===== src/hw/rtl/ffpa_pkg.sv =====
// shared constants, codes and types of the first-fit page allocator
`timescale 1ns / 1ps
package ffpa_pkg;

  localparam int MAX_PAGES   = 4096;
  localparam int MAX_HOLES   = 32;
  localparam int MAX_REGIONS = 32;

  localparam int PAGE_W = 13;
  localparam int BASE_W = 12;
  localparam int PID_W  = 16;
  localparam int LP_W   = 12;
  localparam int HAW    = $clog2(MAX_HOLES);
  localparam int RAW    = $clog2(MAX_REGIONS);
  localparam int IDX_W  = ((HAW > RAW) ? HAW : RAW) + 1;

  // commands
  localparam logic [1:0] CMD_ALLOC   = 2'd0;
  localparam logic [1:0] CMD_RELEASE = 2'd1;
  localparam logic [1:0] CMD_XLATE   = 2'd2;
  localparam logic [1:0] CMD_COMPACT = 2'd3;

  // result status
  localparam logic [1:0] ST_OK       = 2'd0;
  localparam logic [1:0] ST_FRAG     = 2'd1;
  localparam logic [1:0] ST_NOSPACE  = 2'd2;
  localparam logic [1:0] ST_NOTFOUND = 2'd3;

  // source of a single result word
  localparam logic [1:0] SRC_ZERO = 2'd0;
  localparam logic [1:0] SRC_BL   = 2'd1;
  localparam logic [1:0] SRC_XLT  = 2'd2;

  // table read pointer selection
  localparam logic [1:0] RD_CUR  = 2'd0;
  localparam logic [1:0] RD_NEXT = 2'd1;
  localparam logic [1:0] RD_PREV = 2'd2;

  // datapath operations
  localparam logic [4:0] OP_NOP        = 5'd0;
  localparam logic [4:0] OP_LOAD       = 5'd1;
  localparam logic [4:0] OP_INC        = 5'd2;
  localparam logic [4:0] OP_AL_PICK    = 5'd3;
  localparam logic [4:0] OP_HDOWN      = 5'd4;
  localparam logic [4:0] OP_HDEC_Z     = 5'd5;
  localparam logic [4:0] OP_HDEC_R     = 5'd6;
  localparam logic [4:0] OP_SETPOS_R   = 5'd7;
  localparam logic [4:0] OP_RUP        = 5'd8;
  localparam logic [4:0] OP_RINS       = 5'd9;
  localparam logic [4:0] OP_REL_PICK   = 5'd10;
  localparam logic [4:0] OP_SETLR      = 5'd11;
  localparam logic [4:0] OP_MERGE_BOTH = 5'd12;
  localparam logic [4:0] OP_MERGE_L    = 5'd13;
  localparam logic [4:0] OP_MERGE_R    = 5'd14;
  localparam logic [4:0] OP_HUP_INIT   = 5'd15;
  localparam logic [4:0] OP_HUP        = 5'd16;
  localparam logic [4:0] OP_HINS       = 5'd17;
  localparam logic [4:0] OP_RDOWN      = 5'd18;
  localparam logic [4:0] OP_RDEC       = 5'd19;
  localparam logic [4:0] OP_CMP_INIT   = 5'd20;
  localparam logic [4:0] OP_CMP_STEP   = 5'd21;
  localparam logic [4:0] OP_EMIT       = 5'd22;

  typedef struct packed {
    logic [4:0] op;
    logic [1:0] st;
    logic [1:0] src;
    logic [1:0] h_sel;
    logic [1:0] r_sel;
  } dp_cmd_t;

  typedef struct packed {
    logic [1:0] cmd;
    logic       req_zero;
    logic       req_gt_free;
    logic       rc_zero;
    logic       rc_full;
    logic       hc_full;
    logic       h_end;
    logic       r_end;
    logic       h_fit;
    logic       h_exact;
    logic       h_after;
    logic       r_match;
    logic       r_after;
    logic       left;
    logic       right;
    logic       hdown_done;
    logic       rdown_done;
    logic       up_done;
    logic       out_free;
    logic       cmp_last;
  } dp_stat_t;

endpackage


===== src/hw/rtl/ffpa_ctrl.sv =====
// sequencer that walks the hole and region tables for each command
`timescale 1ns / 1ps
module ffpa_ctrl (
  input  logic              clk_i,
  input  logic              rst_ni,
  input  logic              in_valid_i,
  output logic              in_ready_o,
  input  ffpa_pkg::dp_stat_t stat_i,
  output ffpa_pkg::dp_cmd_t  cmd_o
);
  import ffpa_pkg::*;

  localparam logic [3:0] S_IDLE  = 4'd0;
  localparam logic [3:0] S_DISP  = 4'd1;
  localparam logic [3:0] S_AFIT  = 4'd2;
  localparam logic [3:0] S_AHREM = 4'd3;
  localparam logic [3:0] S_APOS  = 4'd4;
  localparam logic [3:0] S_AUP   = 4'd5;
  localparam logic [3:0] S_RFIND = 4'd6;
  localparam logic [3:0] S_RHOLE = 4'd7;
  localparam logic [3:0] S_RDEC  = 4'd8;
  localparam logic [3:0] S_RHUP  = 4'd9;
  localparam logic [3:0] S_RHREM = 4'd10;
  localparam logic [3:0] S_RRREM = 4'd11;
  localparam logic [3:0] S_CMP   = 4'd12;
  localparam logic [3:0] S_EMIT  = 4'd13;

  logic [3:0] state_q, state_d;
  logic [1:0] est_q, est_d;
  logic [1:0] esrc_q, esrc_d;

  // read pointer selection follows the state only
  always_comb begin
    cmd_o.h_sel = RD_CUR;
    cmd_o.r_sel = RD_CUR;
    if (state_q == S_AHREM || state_q == S_RHREM) begin
      cmd_o.h_sel = RD_NEXT;
    end
    if (state_q == S_RHUP) begin
      cmd_o.h_sel = RD_PREV;
    end
    if (state_q == S_AUP) begin
      cmd_o.r_sel = RD_PREV;
    end
    if (state_q == S_RRREM) begin
      cmd_o.r_sel = RD_NEXT;
    end
  end

  // next state and operation
  always_comb begin
    state_d    = state_q;
    est_d      = est_q;
    esrc_d     = esrc_q;
    cmd_o.op   = OP_NOP;
    cmd_o.st   = est_q;
    cmd_o.src  = esrc_q;
    in_ready_o = 1'b0;
    unique case (state_q)
      S_IDLE: begin
        in_ready_o = 1'b1;
        if (in_valid_i) begin
          cmd_o.op = OP_LOAD;
          state_d  = S_DISP;
        end
      end
      S_DISP: begin
        unique case (stat_i.cmd)
          CMD_ALLOC: begin
            if (stat_i.req_zero || stat_i.req_gt_free) begin
              est_d = ST_NOSPACE; esrc_d = SRC_ZERO; state_d = S_EMIT;
            end else begin
              state_d = S_AFIT;
            end
          end
          CMD_RELEASE, CMD_XLATE: state_d = S_RFIND;
          default: begin
            if (stat_i.rc_zero) begin
              est_d = ST_OK; esrc_d = SRC_ZERO; state_d = S_EMIT;
            end else begin
              cmd_o.op = OP_CMP_INIT;
              state_d  = S_CMP;
            end
          end
        endcase
      end
      S_AFIT: begin
        priority if (stat_i.h_end) begin
          est_d = ST_FRAG; esrc_d = SRC_ZERO; state_d = S_EMIT;
        end else if (stat_i.h_fit) begin
          if (stat_i.rc_full) begin
            est_d = ST_NOSPACE; esrc_d = SRC_ZERO; state_d = S_EMIT;
          end else begin
            cmd_o.op = OP_AL_PICK;
            state_d  = stat_i.h_exact ? S_AHREM : S_APOS;
          end
        end else begin
          cmd_o.op = OP_INC;
        end
      end
      S_AHREM: begin
        if (stat_i.hdown_done) begin
          cmd_o.op = OP_HDEC_Z; state_d = S_APOS;
        end else begin
          cmd_o.op = OP_HDOWN;
        end
      end
      S_APOS: begin
        if (stat_i.r_end || stat_i.r_after) begin
          cmd_o.op = OP_SETPOS_R; state_d = S_AUP;
        end else begin
          cmd_o.op = OP_INC;
        end
      end
      S_AUP: begin
        if (stat_i.up_done) begin
          cmd_o.op = OP_RINS;
          est_d = ST_OK; esrc_d = SRC_BL; state_d = S_EMIT;
        end else begin
          cmd_o.op = OP_RUP;
        end
      end
      S_RFIND: begin
        priority if (stat_i.r_end) begin
          est_d = ST_NOTFOUND; esrc_d = SRC_ZERO; state_d = S_EMIT;
        end else if (stat_i.r_match) begin
          if (stat_i.cmd == CMD_XLATE) begin
            est_d = ST_OK; esrc_d = SRC_XLT; state_d = S_EMIT;
          end else begin
            cmd_o.op = OP_REL_PICK; state_d = S_RHOLE;
          end
        end else begin
          cmd_o.op = OP_INC;
        end
      end
      S_RHOLE: begin
        if (stat_i.h_end || stat_i.h_after) begin
          cmd_o.op = OP_SETLR; state_d = S_RDEC;
        end else begin
          cmd_o.op = OP_INC;
        end
      end
      S_RDEC: begin
        priority if (stat_i.left && stat_i.right) begin
          cmd_o.op = OP_MERGE_BOTH; state_d = S_RHREM;
        end else if (stat_i.left) begin
          cmd_o.op = OP_MERGE_L; state_d = S_RRREM;
        end else if (stat_i.right) begin
          cmd_o.op = OP_MERGE_R; state_d = S_RRREM;
        end else if (stat_i.hc_full) begin
          est_d = ST_NOSPACE; esrc_d = SRC_BL; state_d = S_EMIT;
        end else begin
          cmd_o.op = OP_HUP_INIT; state_d = S_RHUP;
        end
      end
      S_RHUP: begin
        if (stat_i.up_done) begin
          cmd_o.op = OP_HINS; state_d = S_RRREM;
        end else begin
          cmd_o.op = OP_HUP;
        end
      end
      S_RHREM: begin
        if (stat_i.hdown_done) begin
          cmd_o.op = OP_HDEC_R; state_d = S_RRREM;
        end else begin
          cmd_o.op = OP_HDOWN;
        end
      end
      S_RRREM: begin
        if (stat_i.rdown_done) begin
          cmd_o.op = OP_RDEC;
          est_d = ST_OK; esrc_d = SRC_BL; state_d = S_EMIT;
        end else begin
          cmd_o.op = OP_RDOWN;
        end
      end
      S_CMP: begin
        if (stat_i.out_free) begin
          cmd_o.op = OP_CMP_STEP;
          if (stat_i.cmp_last) begin
            state_d = S_IDLE;
          end
        end
      end
      S_EMIT: begin
        if (stat_i.out_free) begin
          cmd_o.op = OP_EMIT;
          state_d  = S_IDLE;
        end
      end
      default: state_d = S_IDLE;
    endcase
  end

  // state register
  always_ff @(posedge clk_i or negedge rst_ni) begin
    if (!rst_ni) begin
      state_q <= S_IDLE;
      est_q   <= ST_OK;
      esrc_q  <= SRC_ZERO;
    end else begin
      state_q <= state_d;
      est_q   <= est_d;
      esrc_q  <= esrc_d;
    end
  end

endmodule


===== src/hw/rtl/ffpa_dp.sv =====
// hole and region tables, scan pointer and result register
`timescale 1ns / 1ps
module ffpa_dp (
  input  logic                         clk_i,
  input  logic                         rst_ni,
  input  ffpa_pkg::dp_cmd_t            cmd_i,
  output ffpa_pkg::dp_stat_t           stat_o,
  input  logic [1:0]                   command_i,
  input  logic [ffpa_pkg::PID_W-1:0]   process_id_i,
  input  logic [ffpa_pkg::PAGE_W-1:0]  page_count_i,
  input  logic [ffpa_pkg::LP_W-1:0]    logical_page_i,
  input  logic                         cfg_we_i,
  input  logic [ffpa_pkg::PAGE_W-1:0]  cfg_total_i,
  output logic [ffpa_pkg::PAGE_W-1:0]  total_o,
  input  logic                         out_ready_i,
  output logic                         out_valid_o,
  output logic [1:0]                   status_o,
  output logic [ffpa_pkg::BASE_W-1:0]  region_base_o,
  output logic [ffpa_pkg::PAGE_W-1:0]  region_pages_o,
  output logic [ffpa_pkg::BASE_W-1:0]  old_base_o,
  output logic [ffpa_pkg::PID_W-1:0]   result_process_o,
  output logic [ffpa_pkg::PAGE_W-1:0]  free_pages_o,
  output logic                         last_o
);
  import ffpa_pkg::*;

  // tables
  logic [BASE_W-1:0] hb_q [MAX_HOLES];
  logic [PAGE_W-1:0] hl_q [MAX_HOLES];
  logic [PID_W-1:0]  ro_q [MAX_REGIONS];
  logic [BASE_W-1:0] rs_q [MAX_REGIONS];
  logic [PAGE_W-1:0] rl_q [MAX_REGIONS];

  // control and working registers
  logic [IDX_W-1:0]  hc_q, hc_d, rc_q, rc_d, idx_q, idx_d, pos_q, pos_d, rpos_q, rpos_d;
  logic [PAGE_W-1:0] free_q, free_d, total_q, total_d;
  logic [1:0]        cmd_q, cmd_d;
  logic [PID_W-1:0]  pid_q, pid_d;
  logic [PAGE_W-1:0] req_q, req_d;
  logic [LP_W-1:0]   lp_q, lp_d;
  logic [BASE_W-1:0] b_q, b_d;
  logic [PAGE_W-1:0] l_q, l_d, prev_end_q, prev_end_d, prev_len_q, prev_len_d;
  logic [PAGE_W-1:0] cur_len_q, cur_len_d, next_q, next_d;
  logic              left_q, left_d, right_q, right_d;

  // result register
  logic              ov_q, ov_d, olast_q, olast_d;
  logic [1:0]        ost_q, ost_d;
  logic [BASE_W-1:0] obase_q, obase_d, oold_q, oold_d;
  logic [PAGE_W-1:0] opages_q, opages_d, ofree_q, ofree_d;
  logic [PID_W-1:0]  oproc_q, oproc_d;

  // table write ports
  logic              hb_we, hl_we, ro_we, rs_we, rl_we;
  logic [HAW-1:0]    h_wa;
  logic [RAW-1:0]    r_wa;
  logic [BASE_W-1:0] hb_wd, rs_wd;
  logic [PAGE_W-1:0] hl_wd, rl_wd;
  logic [PID_W-1:0]  ro_wd;

  // single read port per table group
  logic [IDX_W-1:0]  idx_p1, idx_m1, pos_m1;
  logic [HAW-1:0]    h_ra;
  logic [RAW-1:0]    r_ra;
  logic [BASE_W-1:0] h_rb, r_rs;
  logic [PAGE_W-1:0] h_rl, r_rl;
  logic [PID_W-1:0]  r_ro;
  logic              out_free;

  assign idx_p1 = idx_q + IDX_W'(1);
  assign idx_m1 = idx_q - IDX_W'(1);
  assign pos_m1 = pos_q - IDX_W'(1);

  always_comb begin
    unique case (cmd_i.h_sel)
      RD_NEXT: h_ra = idx_p1[HAW-1:0];
      RD_PREV: h_ra = idx_m1[HAW-1:0];
      default: h_ra = idx_q[HAW-1:0];
    endcase
    unique case (cmd_i.r_sel)
      RD_NEXT: r_ra = idx_p1[RAW-1:0];
      RD_PREV: r_ra = idx_m1[RAW-1:0];
      default: r_ra = idx_q[RAW-1:0];
    endcase
  end

  assign h_rb = hb_q[h_ra];
  assign h_rl = hl_q[h_ra];
  assign r_ro = ro_q[r_ra];
  assign r_rs = rs_q[r_ra];
  assign r_rl = rl_q[r_ra];

  assign out_free = !ov_q || out_ready_i;

  // status toward the sequencer
  always_comb begin
    stat_o.cmd         = cmd_q;
    stat_o.req_zero    = (req_q == '0);
    stat_o.req_gt_free = (req_q > free_q);
    stat_o.rc_zero     = (rc_q == '0);
    stat_o.rc_full     = (rc_q >= IDX_W'(MAX_REGIONS));
    stat_o.hc_full     = (hc_q >= IDX_W'(MAX_HOLES));
    stat_o.h_end       = (idx_q >= hc_q);
    stat_o.r_end       = (idx_q >= rc_q);
    stat_o.h_fit       = (h_rl >= req_q);
    stat_o.h_exact     = (h_rl == req_q);
    stat_o.h_after     = (h_rb > b_q);
    stat_o.r_match     = (r_ro == pid_q);
    stat_o.r_after     = (r_rs > b_q);
    stat_o.left        = left_q;
    stat_o.right       = right_q;
    stat_o.hdown_done  = (idx_p1 >= hc_q);
    stat_o.rdown_done  = (idx_p1 >= rc_q);
    stat_o.up_done     = (idx_q == pos_q);
    stat_o.out_free    = out_free;
    stat_o.cmp_last    = (idx_p1 == rc_q);
  end

  // operation decode
  always_comb begin
    hc_d = hc_q; rc_d = rc_q; idx_d = idx_q; pos_d = pos_q; rpos_d = rpos_q;
    free_d = free_q; total_d = total_q;
    cmd_d = cmd_q; pid_d = pid_q; req_d = req_q; lp_d = lp_q;
    b_d = b_q; l_d = l_q; prev_end_d = prev_end_q; prev_len_d = prev_len_q;
    cur_len_d = cur_len_q; next_d = next_q; left_d = left_q; right_d = right_q;
    ov_d = ov_q && !out_ready_i;
    ost_d = ost_q; obase_d = obase_q; opages_d = opages_q; oold_d = oold_q;
    oproc_d = oproc_q; ofree_d = ofree_q; olast_d = olast_q;
    hb_we = 1'b0; hl_we = 1'b0; ro_we = 1'b0; rs_we = 1'b0; rl_we = 1'b0;
    h_wa = idx_q[HAW-1:0]; r_wa = idx_q[RAW-1:0];
    hb_wd = h_rb; hl_wd = h_rl; ro_wd = r_ro; rs_wd = r_rs; rl_wd = r_rl;
    unique case (cmd_i.op)
      OP_LOAD: begin
        cmd_d = command_i; pid_d = process_id_i; req_d = page_count_i;
        lp_d = logical_page_i; idx_d = '0;
      end
      OP_INC: begin
        prev_end_d = PAGE_W'({1'b0, h_rb} + h_rl);
        prev_len_d = h_rl;
        idx_d      = idx_p1;
      end
      OP_AL_PICK: begin
        b_d = h_rb; l_d = req_q; pos_d = idx_q;
        free_d = free_q - req_q;
        if (h_rl != req_q) begin
          hb_we = 1'b1; hb_wd = BASE_W'({1'b0, h_rb} + req_q);
          hl_we = 1'b1; hl_wd = h_rl - req_q;
          idx_d = '0;
        end
      end
      OP_HDOWN: begin
        hb_we = 1'b1; hl_we = 1'b1; idx_d = idx_p1;
      end
      OP_HDEC_Z: begin
        hc_d = hc_q - IDX_W'(1); idx_d = '0;
      end
      OP_HDEC_R: begin
        hc_d = hc_q - IDX_W'(1); idx_d = rpos_q;
      end
      OP_SETPOS_R: begin
        pos_d = idx_q; idx_d = rc_q;
      end
      OP_RUP: begin
        ro_we = 1'b1; rs_we = 1'b1; rl_we = 1'b1; idx_d = idx_m1;
      end
      OP_RINS: begin
        r_wa = pos_q[RAW-1:0];
        ro_we = 1'b1; ro_wd = pid_q;
        rs_we = 1'b1; rs_wd = b_q;
        rl_we = 1'b1; rl_wd = l_q;
        rc_d = rc_q + IDX_W'(1);
      end
      OP_REL_PICK: begin
        b_d = r_rs; l_d = r_rl; rpos_d = idx_q; idx_d = '0;
      end
      OP_SETLR: begin
        pos_d     = idx_q;
        left_d    = (idx_q != '0) && (prev_end_q == {1'b0, b_q});
        right_d   = (idx_q < hc_q) && ({1'b0, h_rb} == PAGE_W'({1'b0, b_q} + l_q));
        cur_len_d = h_rl;
      end
      OP_MERGE_BOTH: begin
        h_wa = pos_m1[HAW-1:0];
        hl_we = 1'b1; hl_wd = PAGE_W'(prev_len_q + l_q + cur_len_q);
        idx_d = pos_q;
      end
      OP_MERGE_L: begin
        h_wa = pos_m1[HAW-1:0];
        hl_we = 1'b1; hl_wd = PAGE_W'(prev_len_q + l_q);
        idx_d = rpos_q;
      end
      OP_MERGE_R: begin
        h_wa = pos_q[HAW-1:0];
        hb_we = 1'b1; hb_wd = b_q;
        hl_we = 1'b1; hl_wd = PAGE_W'(cur_len_q + l_q);
        idx_d = rpos_q;
      end
      OP_HUP_INIT: idx_d = hc_q;
      OP_HUP: begin
        hb_we = 1'b1; hl_we = 1'b1; idx_d = idx_m1;
      end
      OP_HINS: begin
        h_wa = pos_q[HAW-1:0];
        hb_we = 1'b1; hb_wd = b_q;
        hl_we = 1'b1; hl_wd = l_q;
        hc_d = hc_q + IDX_W'(1); idx_d = rpos_q;
      end
      OP_RDOWN: begin
        ro_we = 1'b1; rs_we = 1'b1; rl_we = 1'b1; idx_d = idx_p1;
      end
      OP_RDEC: begin
        rc_d = rc_q - IDX_W'(1); free_d = free_q + l_q;
      end
      OP_CMP_INIT: begin
        h_wa = '0;
        hb_we = 1'b1; hb_wd = BASE_W'(total_q - free_q);
        hl_we = 1'b1; hl_wd = free_q;
        hc_d = (free_q != '0) ? IDX_W'(1) : '0;
        idx_d = '0; next_d = '0;
      end
      OP_CMP_STEP: begin
        ov_d = 1'b1; ost_d = ST_OK;
        obase_d = next_q[BASE_W-1:0]; opages_d = r_rl; oold_d = r_rs;
        oproc_d = r_ro; ofree_d = free_q; olast_d = (idx_p1 == rc_q);
        rs_we = 1'b1; rs_wd = next_q[BASE_W-1:0];
        next_d = next_q + r_rl; idx_d = idx_p1;
      end
      OP_EMIT: begin
        ov_d = 1'b1; ost_d = cmd_i.st; oold_d = '0; oproc_d = '0;
        ofree_d = free_q; olast_d = 1'b1;
        unique case (cmd_i.src)
          SRC_BL: begin
            obase_d = b_q; opages_d = l_q;
          end
          SRC_XLT: begin
            obase_d = BASE_W'(r_rs + lp_q); opages_d = r_rl;
          end
          default: begin
            obase_d = '0; opages_d = '0;
          end
        endcase
      end
      default: ;
    endcase
    // register write clears both tables
    if (cfg_we_i) begin
      total_d = cfg_total_i; free_d = cfg_total_i;
      hc_d = IDX_W'(1); rc_d = '0;
      h_wa = '0;
      hb_we = 1'b1; hb_wd = '0;
      hl_we = 1'b1; hl_wd = cfg_total_i;
    end
  end

  // control registers
  always_ff @(posedge clk_i or negedge rst_ni) begin
    if (!rst_ni) begin
      hc_q    <= IDX_W'(1);
      rc_q    <= '0;
      idx_q   <= '0;
      free_q  <= PAGE_W'(MAX_PAGES);
      total_q <= PAGE_W'(MAX_PAGES);
      ov_q    <= 1'b0;
    end else begin
      hc_q    <= hc_d;
      rc_q    <= rc_d;
      idx_q   <= idx_d;
      free_q  <= free_d;
      total_q <= total_d;
      ov_q    <= ov_d;
    end
  end

  // working and result payload
  always_ff @(posedge clk_i) begin
    pos_q <= pos_d; rpos_q <= rpos_d;
    cmd_q <= cmd_d; pid_q <= pid_d; req_q <= req_d; lp_q <= lp_d;
    b_q <= b_d; l_q <= l_d; prev_end_q <= prev_end_d; prev_len_q <= prev_len_d;
    cur_len_q <= cur_len_d; next_q <= next_d; left_q <= left_d; right_q <= right_d;
    ost_q <= ost_d; obase_q <= obase_d; opages_q <= opages_d; oold_q <= oold_d;
    oproc_q <= oproc_d; ofree_q <= ofree_d; olast_q <= olast_d;
  end

  // hole table, first hole holds the whole area after reset
  always_ff @(posedge clk_i or negedge rst_ni) begin
    if (!rst_ni) begin
      hb_q[0] <= '0;
      hl_q[0] <= PAGE_W'(MAX_PAGES);
    end else begin
      if (hb_we) hb_q[h_wa] <= hb_wd;
      if (hl_we) hl_q[h_wa] <= hl_wd;
    end
  end

  // region table
  always_ff @(posedge clk_i) begin
    if (ro_we) ro_q[r_wa] <= ro_wd;
    if (rs_we) rs_q[r_wa] <= rs_wd;
    if (rl_we) rl_q[r_wa] <= rl_wd;
  end

  assign total_o          = total_q;
  assign out_valid_o      = ov_q;
  assign status_o         = ost_q;
  assign region_base_o    = obase_q;
  assign region_pages_o   = opages_q;
  assign old_base_o       = oold_q;
  assign result_process_o = oproc_q;
  assign free_pages_o     = ofree_q;
  assign last_o           = olast_q;

endmodule


===== src/hw/rtl/first_fit_page_allocator_top.sv =====
// First-fit page allocator for a swap area.
// Input channel (in_valid_i/in_ready_o) takes one command word: allocate,
// release, translate or compact, with process id, page count and logical
// page. Output channel (out_valid_o/out_ready_i) gives result words; each
// command gives one word, compact one word per used region or one word when
// there are none, and last_o marks the final word of a command.
// Commands are handled one at a time by a sequencer that steps through the
// hole and region tables one entry per clock, while compact waits whenever
// the output register is still full. After a command is accepted it is
// decoded, the tables are searched and shifted as needed, and then the first
// word is registered. Compact gives one word per cycle after the first while
// the receiver takes them.
// The next command can be taken in the cycle in which the last word sits in
// the output register; a stalled receiver holds that word and stalls the
// sequencer only when it needs to emit another.
// Reset: one hole covers all 4096 pages, no regions. The total_pages
// register at byte address 0 (APB) sets the area size, clamped to 1..4096,
// and clears both tables; write it only while the block is idle.
`timescale 1ns / 1ps
module first_fit_page_allocator_top (
  input  logic                         clk_i,
  input  logic                         rst_ni,
  input  logic                         psel,
  input  logic                         penable,
  input  logic                         pwrite,
  input  logic [2:0]                   paddr,
  input  logic [31:0]                  pwdata,
  output logic [31:0]                  prdata,
  output logic                         pready,
  input  logic                         in_valid_i,
  output logic                         in_ready_o,
  input  logic [1:0]                   command_i,
  input  logic [ffpa_pkg::PID_W-1:0]   process_id_i,
  input  logic [ffpa_pkg::PAGE_W-1:0]  page_count_i,
  input  logic [ffpa_pkg::LP_W-1:0]    logical_page_i,
  output logic                         out_valid_o,
  input  logic                         out_ready_i,
  output logic [1:0]                   status_o,
  output logic [ffpa_pkg::BASE_W-1:0]  region_base_o,
  output logic [ffpa_pkg::PAGE_W-1:0]  region_pages_o,
  output logic [ffpa_pkg::BASE_W-1:0]  old_base_o,
  output logic [ffpa_pkg::PID_W-1:0]   result_process_o,
  output logic [ffpa_pkg::PAGE_W-1:0]  free_pages_o,
  output logic                         last_o
);
  import ffpa_pkg::*;

  dp_cmd_t           cmd;
  dp_stat_t          stat;
  logic              cfg_we;
  logic [PAGE_W-1:0] cfg_raw, cfg_total, total;

  // register write decode and clamp
  assign pready  = 1'b1;
  assign cfg_we  = psel && penable && pwrite && !paddr[2];
  assign cfg_raw = pwdata[PAGE_W-1:0];
  always_comb begin
    priority if (cfg_raw == '0) begin
      cfg_total = PAGE_W'(1);
    end else if (cfg_raw > PAGE_W'(MAX_PAGES)) begin
      cfg_total = PAGE_W'(MAX_PAGES);
    end else begin
      cfg_total = cfg_raw;
    end
  end
  assign prdata = paddr[2] ? 32'd0 : {{(32 - PAGE_W){1'b0}}, total};

  ffpa_ctrl u_ctrl (
    .clk_i      (clk_i),
    .rst_ni     (rst_ni),
    .in_valid_i (in_valid_i),
    .in_ready_o (in_ready_o),
    .stat_i     (stat),
    .cmd_o      (cmd)
  );

  ffpa_dp u_dp (
    .clk_i            (clk_i),
    .rst_ni           (rst_ni),
    .cmd_i            (cmd),
    .stat_o           (stat),
    .command_i        (command_i),
    .process_id_i     (process_id_i),
    .page_count_i     (page_count_i),
    .logical_page_i   (logical_page_i),
    .cfg_we_i         (cfg_we),
    .cfg_total_i      (cfg_total),
    .total_o          (total),
    .out_ready_i      (out_ready_i),
    .out_valid_o      (out_valid_o),
    .status_o         (status_o),
    .region_base_o    (region_base_o),
    .region_pages_o   (region_pages_o),
    .old_base_o       (old_base_o),
    .result_process_o (result_process_o),
    .free_pages_o     (free_pages_o),
    .last_o           (last_o)
  );

endmodule

===== config.mk =====
export PLATFORM = sky130hd
export DESIGN_NAME = first_fit_page_allocator_top
export DESIGN_NICKNAME = d
export VERILOG_FILES = /design/src/hw/rtl/ffpa_pkg.sv /design/src/hw/rtl/ffpa_ctrl.sv /design/src/hw/rtl/ffpa_dp.sv /design/src/hw/rtl/first_fit_page_allocator_top.sv
export SDC_FILE = /design/constraint.sdc
export NUM_CORES = 2
export LEC_CHECK = 0
export BUFFER_PORTS_ARGS = -buffer_cell sky130_fd_sc_hd__buf_2
export CORE_MARGIN = 1.5
export CORE_UTILIZATION = 40
export CTS_CLUSTER_DIAMETER = 150
export DETAILED_ROUTE_END_ITERATION = 7
export GPL_TIMING_DRIVEN = 0
export PLACE_DENSITY = 0.67
export SYNTH_ARGS = -nofsm -noshare
export SYNTH_HDL_FRONTEND = slang
export SYNTH_SLANG_ARGS = --single-unit
export TNS_END_PERCENT = 10

===== constraint.sdc =====
create_clock -name clk_i -period 11.7 [get_ports clk_i]
set_clock_uncertainty 0.1 [all_clocks]
set_input_delay 1.755 -clock clk_i [delete_from_list [all_inputs] [get_ports clk_i]]
set_output_delay 1.755 -clock clk_i [all_outputs]
set_load 0.02 [all_outputs]

==> results.py <==
metrics = {
    "layout": {
        "drive_above_1_share_pct": 21.4,
        "final_common_cell": "edfxtp_1",
        "nets": 7747,
        "design_area_um2": 123000,
        "instances_no_fill": 11181,
        "final_util_pct": 47.0,
        "fill_cells": 22024,
        "areaGrowthSynthToFinish_pct": 17.0,
        "final_cell_mix": "edfxtp_1 (2,289), nand2_1 (682), mux4_2 (435), nor2_1 (287), clkbuf_16 (249)",
    },
    "critical_path": {
        "crit_top_cell": "inv_1",
        "r2r_slack_ps": 140,
        "reg2reg_depth": 36,
        "critPathArrivalTime_ps": 12050,
        "timing.rr.start": "u_ctrl.state_q[0]",
        "crit_required_ps": 12190,
        "crit_type": "flop to flop",
        "critPathSlowestCell": "clkdlybuf4s15_2",
        "worstSetupStartpointType": "flop",
        "end_kind": "flop",
        "critical_path.max_fanout": 18,
        "crit_path_max_incr_delay_ps": 510,
        "reg2reg_to": "u_dp.hl_q[166]",
    },
    "placed_design": {
        "dpl_cell_area_um2": 113000,
        "gp_congestion": 0.993,
        "port_buffers": 147,
        "dp_hpwl_mm": 251,
        "placed_cells": 10681,
    },
    "global_routing": {
        "grt_pass1_wl_mm": 501,
        "first_global_vias": 67408,
        "track_usage_pct": 26.4,
        "antenna_found_initial": 19,
        "grt_max_degree": 60,
        "overflow": 0,
    },
    "hold_path": {
        "min_path_cells": 1,
        "min_path_type": "flop to flop",
        "worstHoldEndpoint": "u_dp.total_o[0]",
        "worstHoldStart": "u_dp.total_o[0]",
    },
    "logic_synthesis": {
        "synth_compound_area_share_pct": 7.21,
        "synth_seq_cells": 2367,
        "async_flop_share_pct": 3.30,
        "ys_seq_area_share_pct": 67.1,
        "synthCells": 6884,
        "synth_top_family_by_area": "multiplexers",
        "ys_warn_count": 0,
        "yosys.area_share.xor_xnor_pct": 1.38,
        "synth_mux_area_share_pct": 11.7,
        "synth_cell_types": 98,
        "syn_area_per_cell_um2": 15.3,
        "synth_flop_cell": "edfxtp_1",
        "post_synth_and_or_nand_nor_area_fraction_pct": 7.77,
        "synthAdderAreaFrac_pct": 2.56,
        "synth-edff-count": 2289,
        "synth_area_um2": 105000,
    },
    "clock_tree": {
        "htree_levels": 4,
        "clockBufferDepth": 4,
        "cts.clk_slew.worst_paths_ps": 60,
        "cts_buffers": 248,
        "cts.sinks": 2367,
        "root_buffer": "clkbuf_16",
        "cts_tree": "done",
        "clk_latency_ps": 990,
    },
    "timing": {
        "setup_violations": 0,
        "period_needed_ps": 11560,
        "fmax_mhz": 86.5,
        "finalMaxSlewViolations": 0,
        "hold_viol_final": 0,
        "max_slew_margin_pct": 0.309,
        "min_period_over_period_pct": 98.8,
        "worst_slew_pin_slew_ps": 1500,
        "setup_tns_ps": 0,
    },
    "detailed_routing": {
        "vias": 69872,
        "drt-initial-drc-count": 11227,
        "antenna_left": 0,
        "drc": 0,
        "wl_mm": 359,
        "wl_per_cell_um": 32.1,
        "via_per_inst": 6.25,
        "first_pass_iters": 8,
    },
    "die": {
        "fp.dieW_um": 516,
        "io_pins": 189,
        "row_count": 188,
        "initial_core_util_pct": 40.2,
        "die_height_um": 516,
        "core-area_um2": 262000,
        "die-area_um2": 267000,
    },
    "outcome": {
        "violations": "max-capacitance violations",
        "status": "finished with violations",
    },
    "flow_run": {
        "cap_violations": 2,
    },
}
[worst max-delay path by stage]
stage / startpoint / end / cells past startpoint
after floorplan: u_dp.idx_q[0] / u_dp.hl_q[100] / 39
after global placement: u_dp.idx_q[0] / u_dp.hl_q[217] / 36
after detailed placement: u_dp.idx_q[0] / u_dp.hb_q[174] / 37
after CTS: u_ctrl.state_q[0] / u_dp.hb_q[26] / 37
after global routing: u_dp.idx_q[0] / u_dp.hb_q[261] / 39
final: u_ctrl.state_q[0] / u_dp.hl_q[166] / 36
[routing by layer]
| layer | routed length, um | global-route usage (%) |
|---|---|---|
| met1 | 137000 | 36.3 |
| met2 | 156000 | 39.1 |
| met3 | 43600 | 5.97 |
| met4 | 21800 | 14.0 |
| met5 | 69 | 0 |
[kinds of logic after synthesis]
group | after synthesis
xor+xnor | 164
buf+inv | 591
simple gates | 1780
fa+ha+maj | 208
flops | 2367
other cells | 2
compound gates | 1095
mux | 677
[cells in the mapped netlist, types with 95 or more instances]
library cell  instances  area [um^2]
a21oi_1             255         1280
a22oi_1             132          991
mux4_2              435         9800
nor2_1              396         1490
nand3_1             182          911
inv_1               169          634
xnor2_1             119         1040
mux2i_1             149         1490
nand2b_1            118          738
a211oi_1            133          998
ha_1                195         2440
clkbuf_1            245          920
nand2_1             687         2580
o21ai_0             150          751
and3_1               95          594
edfxtp_1           2289        68700
[timing repair]
| item | in CTS | in global routing |
|---|---|---|
| hold buffers | 0 | 0 |
| pin swaps | 21 | 11 |
| setup endpoints to repair | 2998 | 2006 |
| buffers inserted | 33 | 11 |
| gates resized for setup | 305 | 67 |
| gates cloned | 4 | 0 |
[area by class of cell]
type                    count  area, um^2  share of cell area (%)
flip-flops and latches   2367       70700                    57.3
well taps                3515        4400                    3.57
diodes                      8        20.0                  0.0162
repair buffers            311        3500                    2.84
clock inverters           149        1750                    1.42
clock buffers             305        6470                    5.25
inverters                 171         644                   0.522
multi-input cells        3948       33800                    27.4
plain buffers             407        2080                    1.69
[sequential cells by signal, summed over array words and instances, names as in the netlist, 13 cells and up]
name / count
u_dp.ro_q: 512
u_dp.hl_q: 416
u_dp.rl_q: 416
u_dp.hb_q: 384
u_dp.rs_q: 384
u_dp.pid_q: 16
u_dp.result_process_o: 16
u_dp.cur_len_q: 13
u_dp.free_pages_o: 13
u_dp.free_q: 13
u_dp.l_q: 13
u_dp.prev_end_q: 13
u_dp.prev_len_q: 13
u_dp.region_pages_o: 13
u_dp.req_q: 13
u_dp.total_o: 13
[critical path, delay by kind of cell, from the launching register on]
kind                       cells  cell delay [ps]
adders and majority gates      1              320
DFF                            1              480
AOI/OAI and AO/OA              6             1780
and+or+nand+nor               12             3360
buffers and inverters         13             3580
xor gates and xnor gates       1              350
muxes                          3             1160
[per-stage QoR]
| step | setup WS [ps] | hold WS, ps |
|---|---|---|
| final | 141 | 395 |
| after global routing | -22.2 | 423 |
| after CTS | 23.8 | 403 |
| after detailed placement | -4820 | 371 |
| after global placement | -6430 | 365 |
| after floorplan | 870 | 336 |
Power is left out: the tool's default activity adds up to more than one toggle a clock period on the data nets, which glitch-free logic cannot reach.
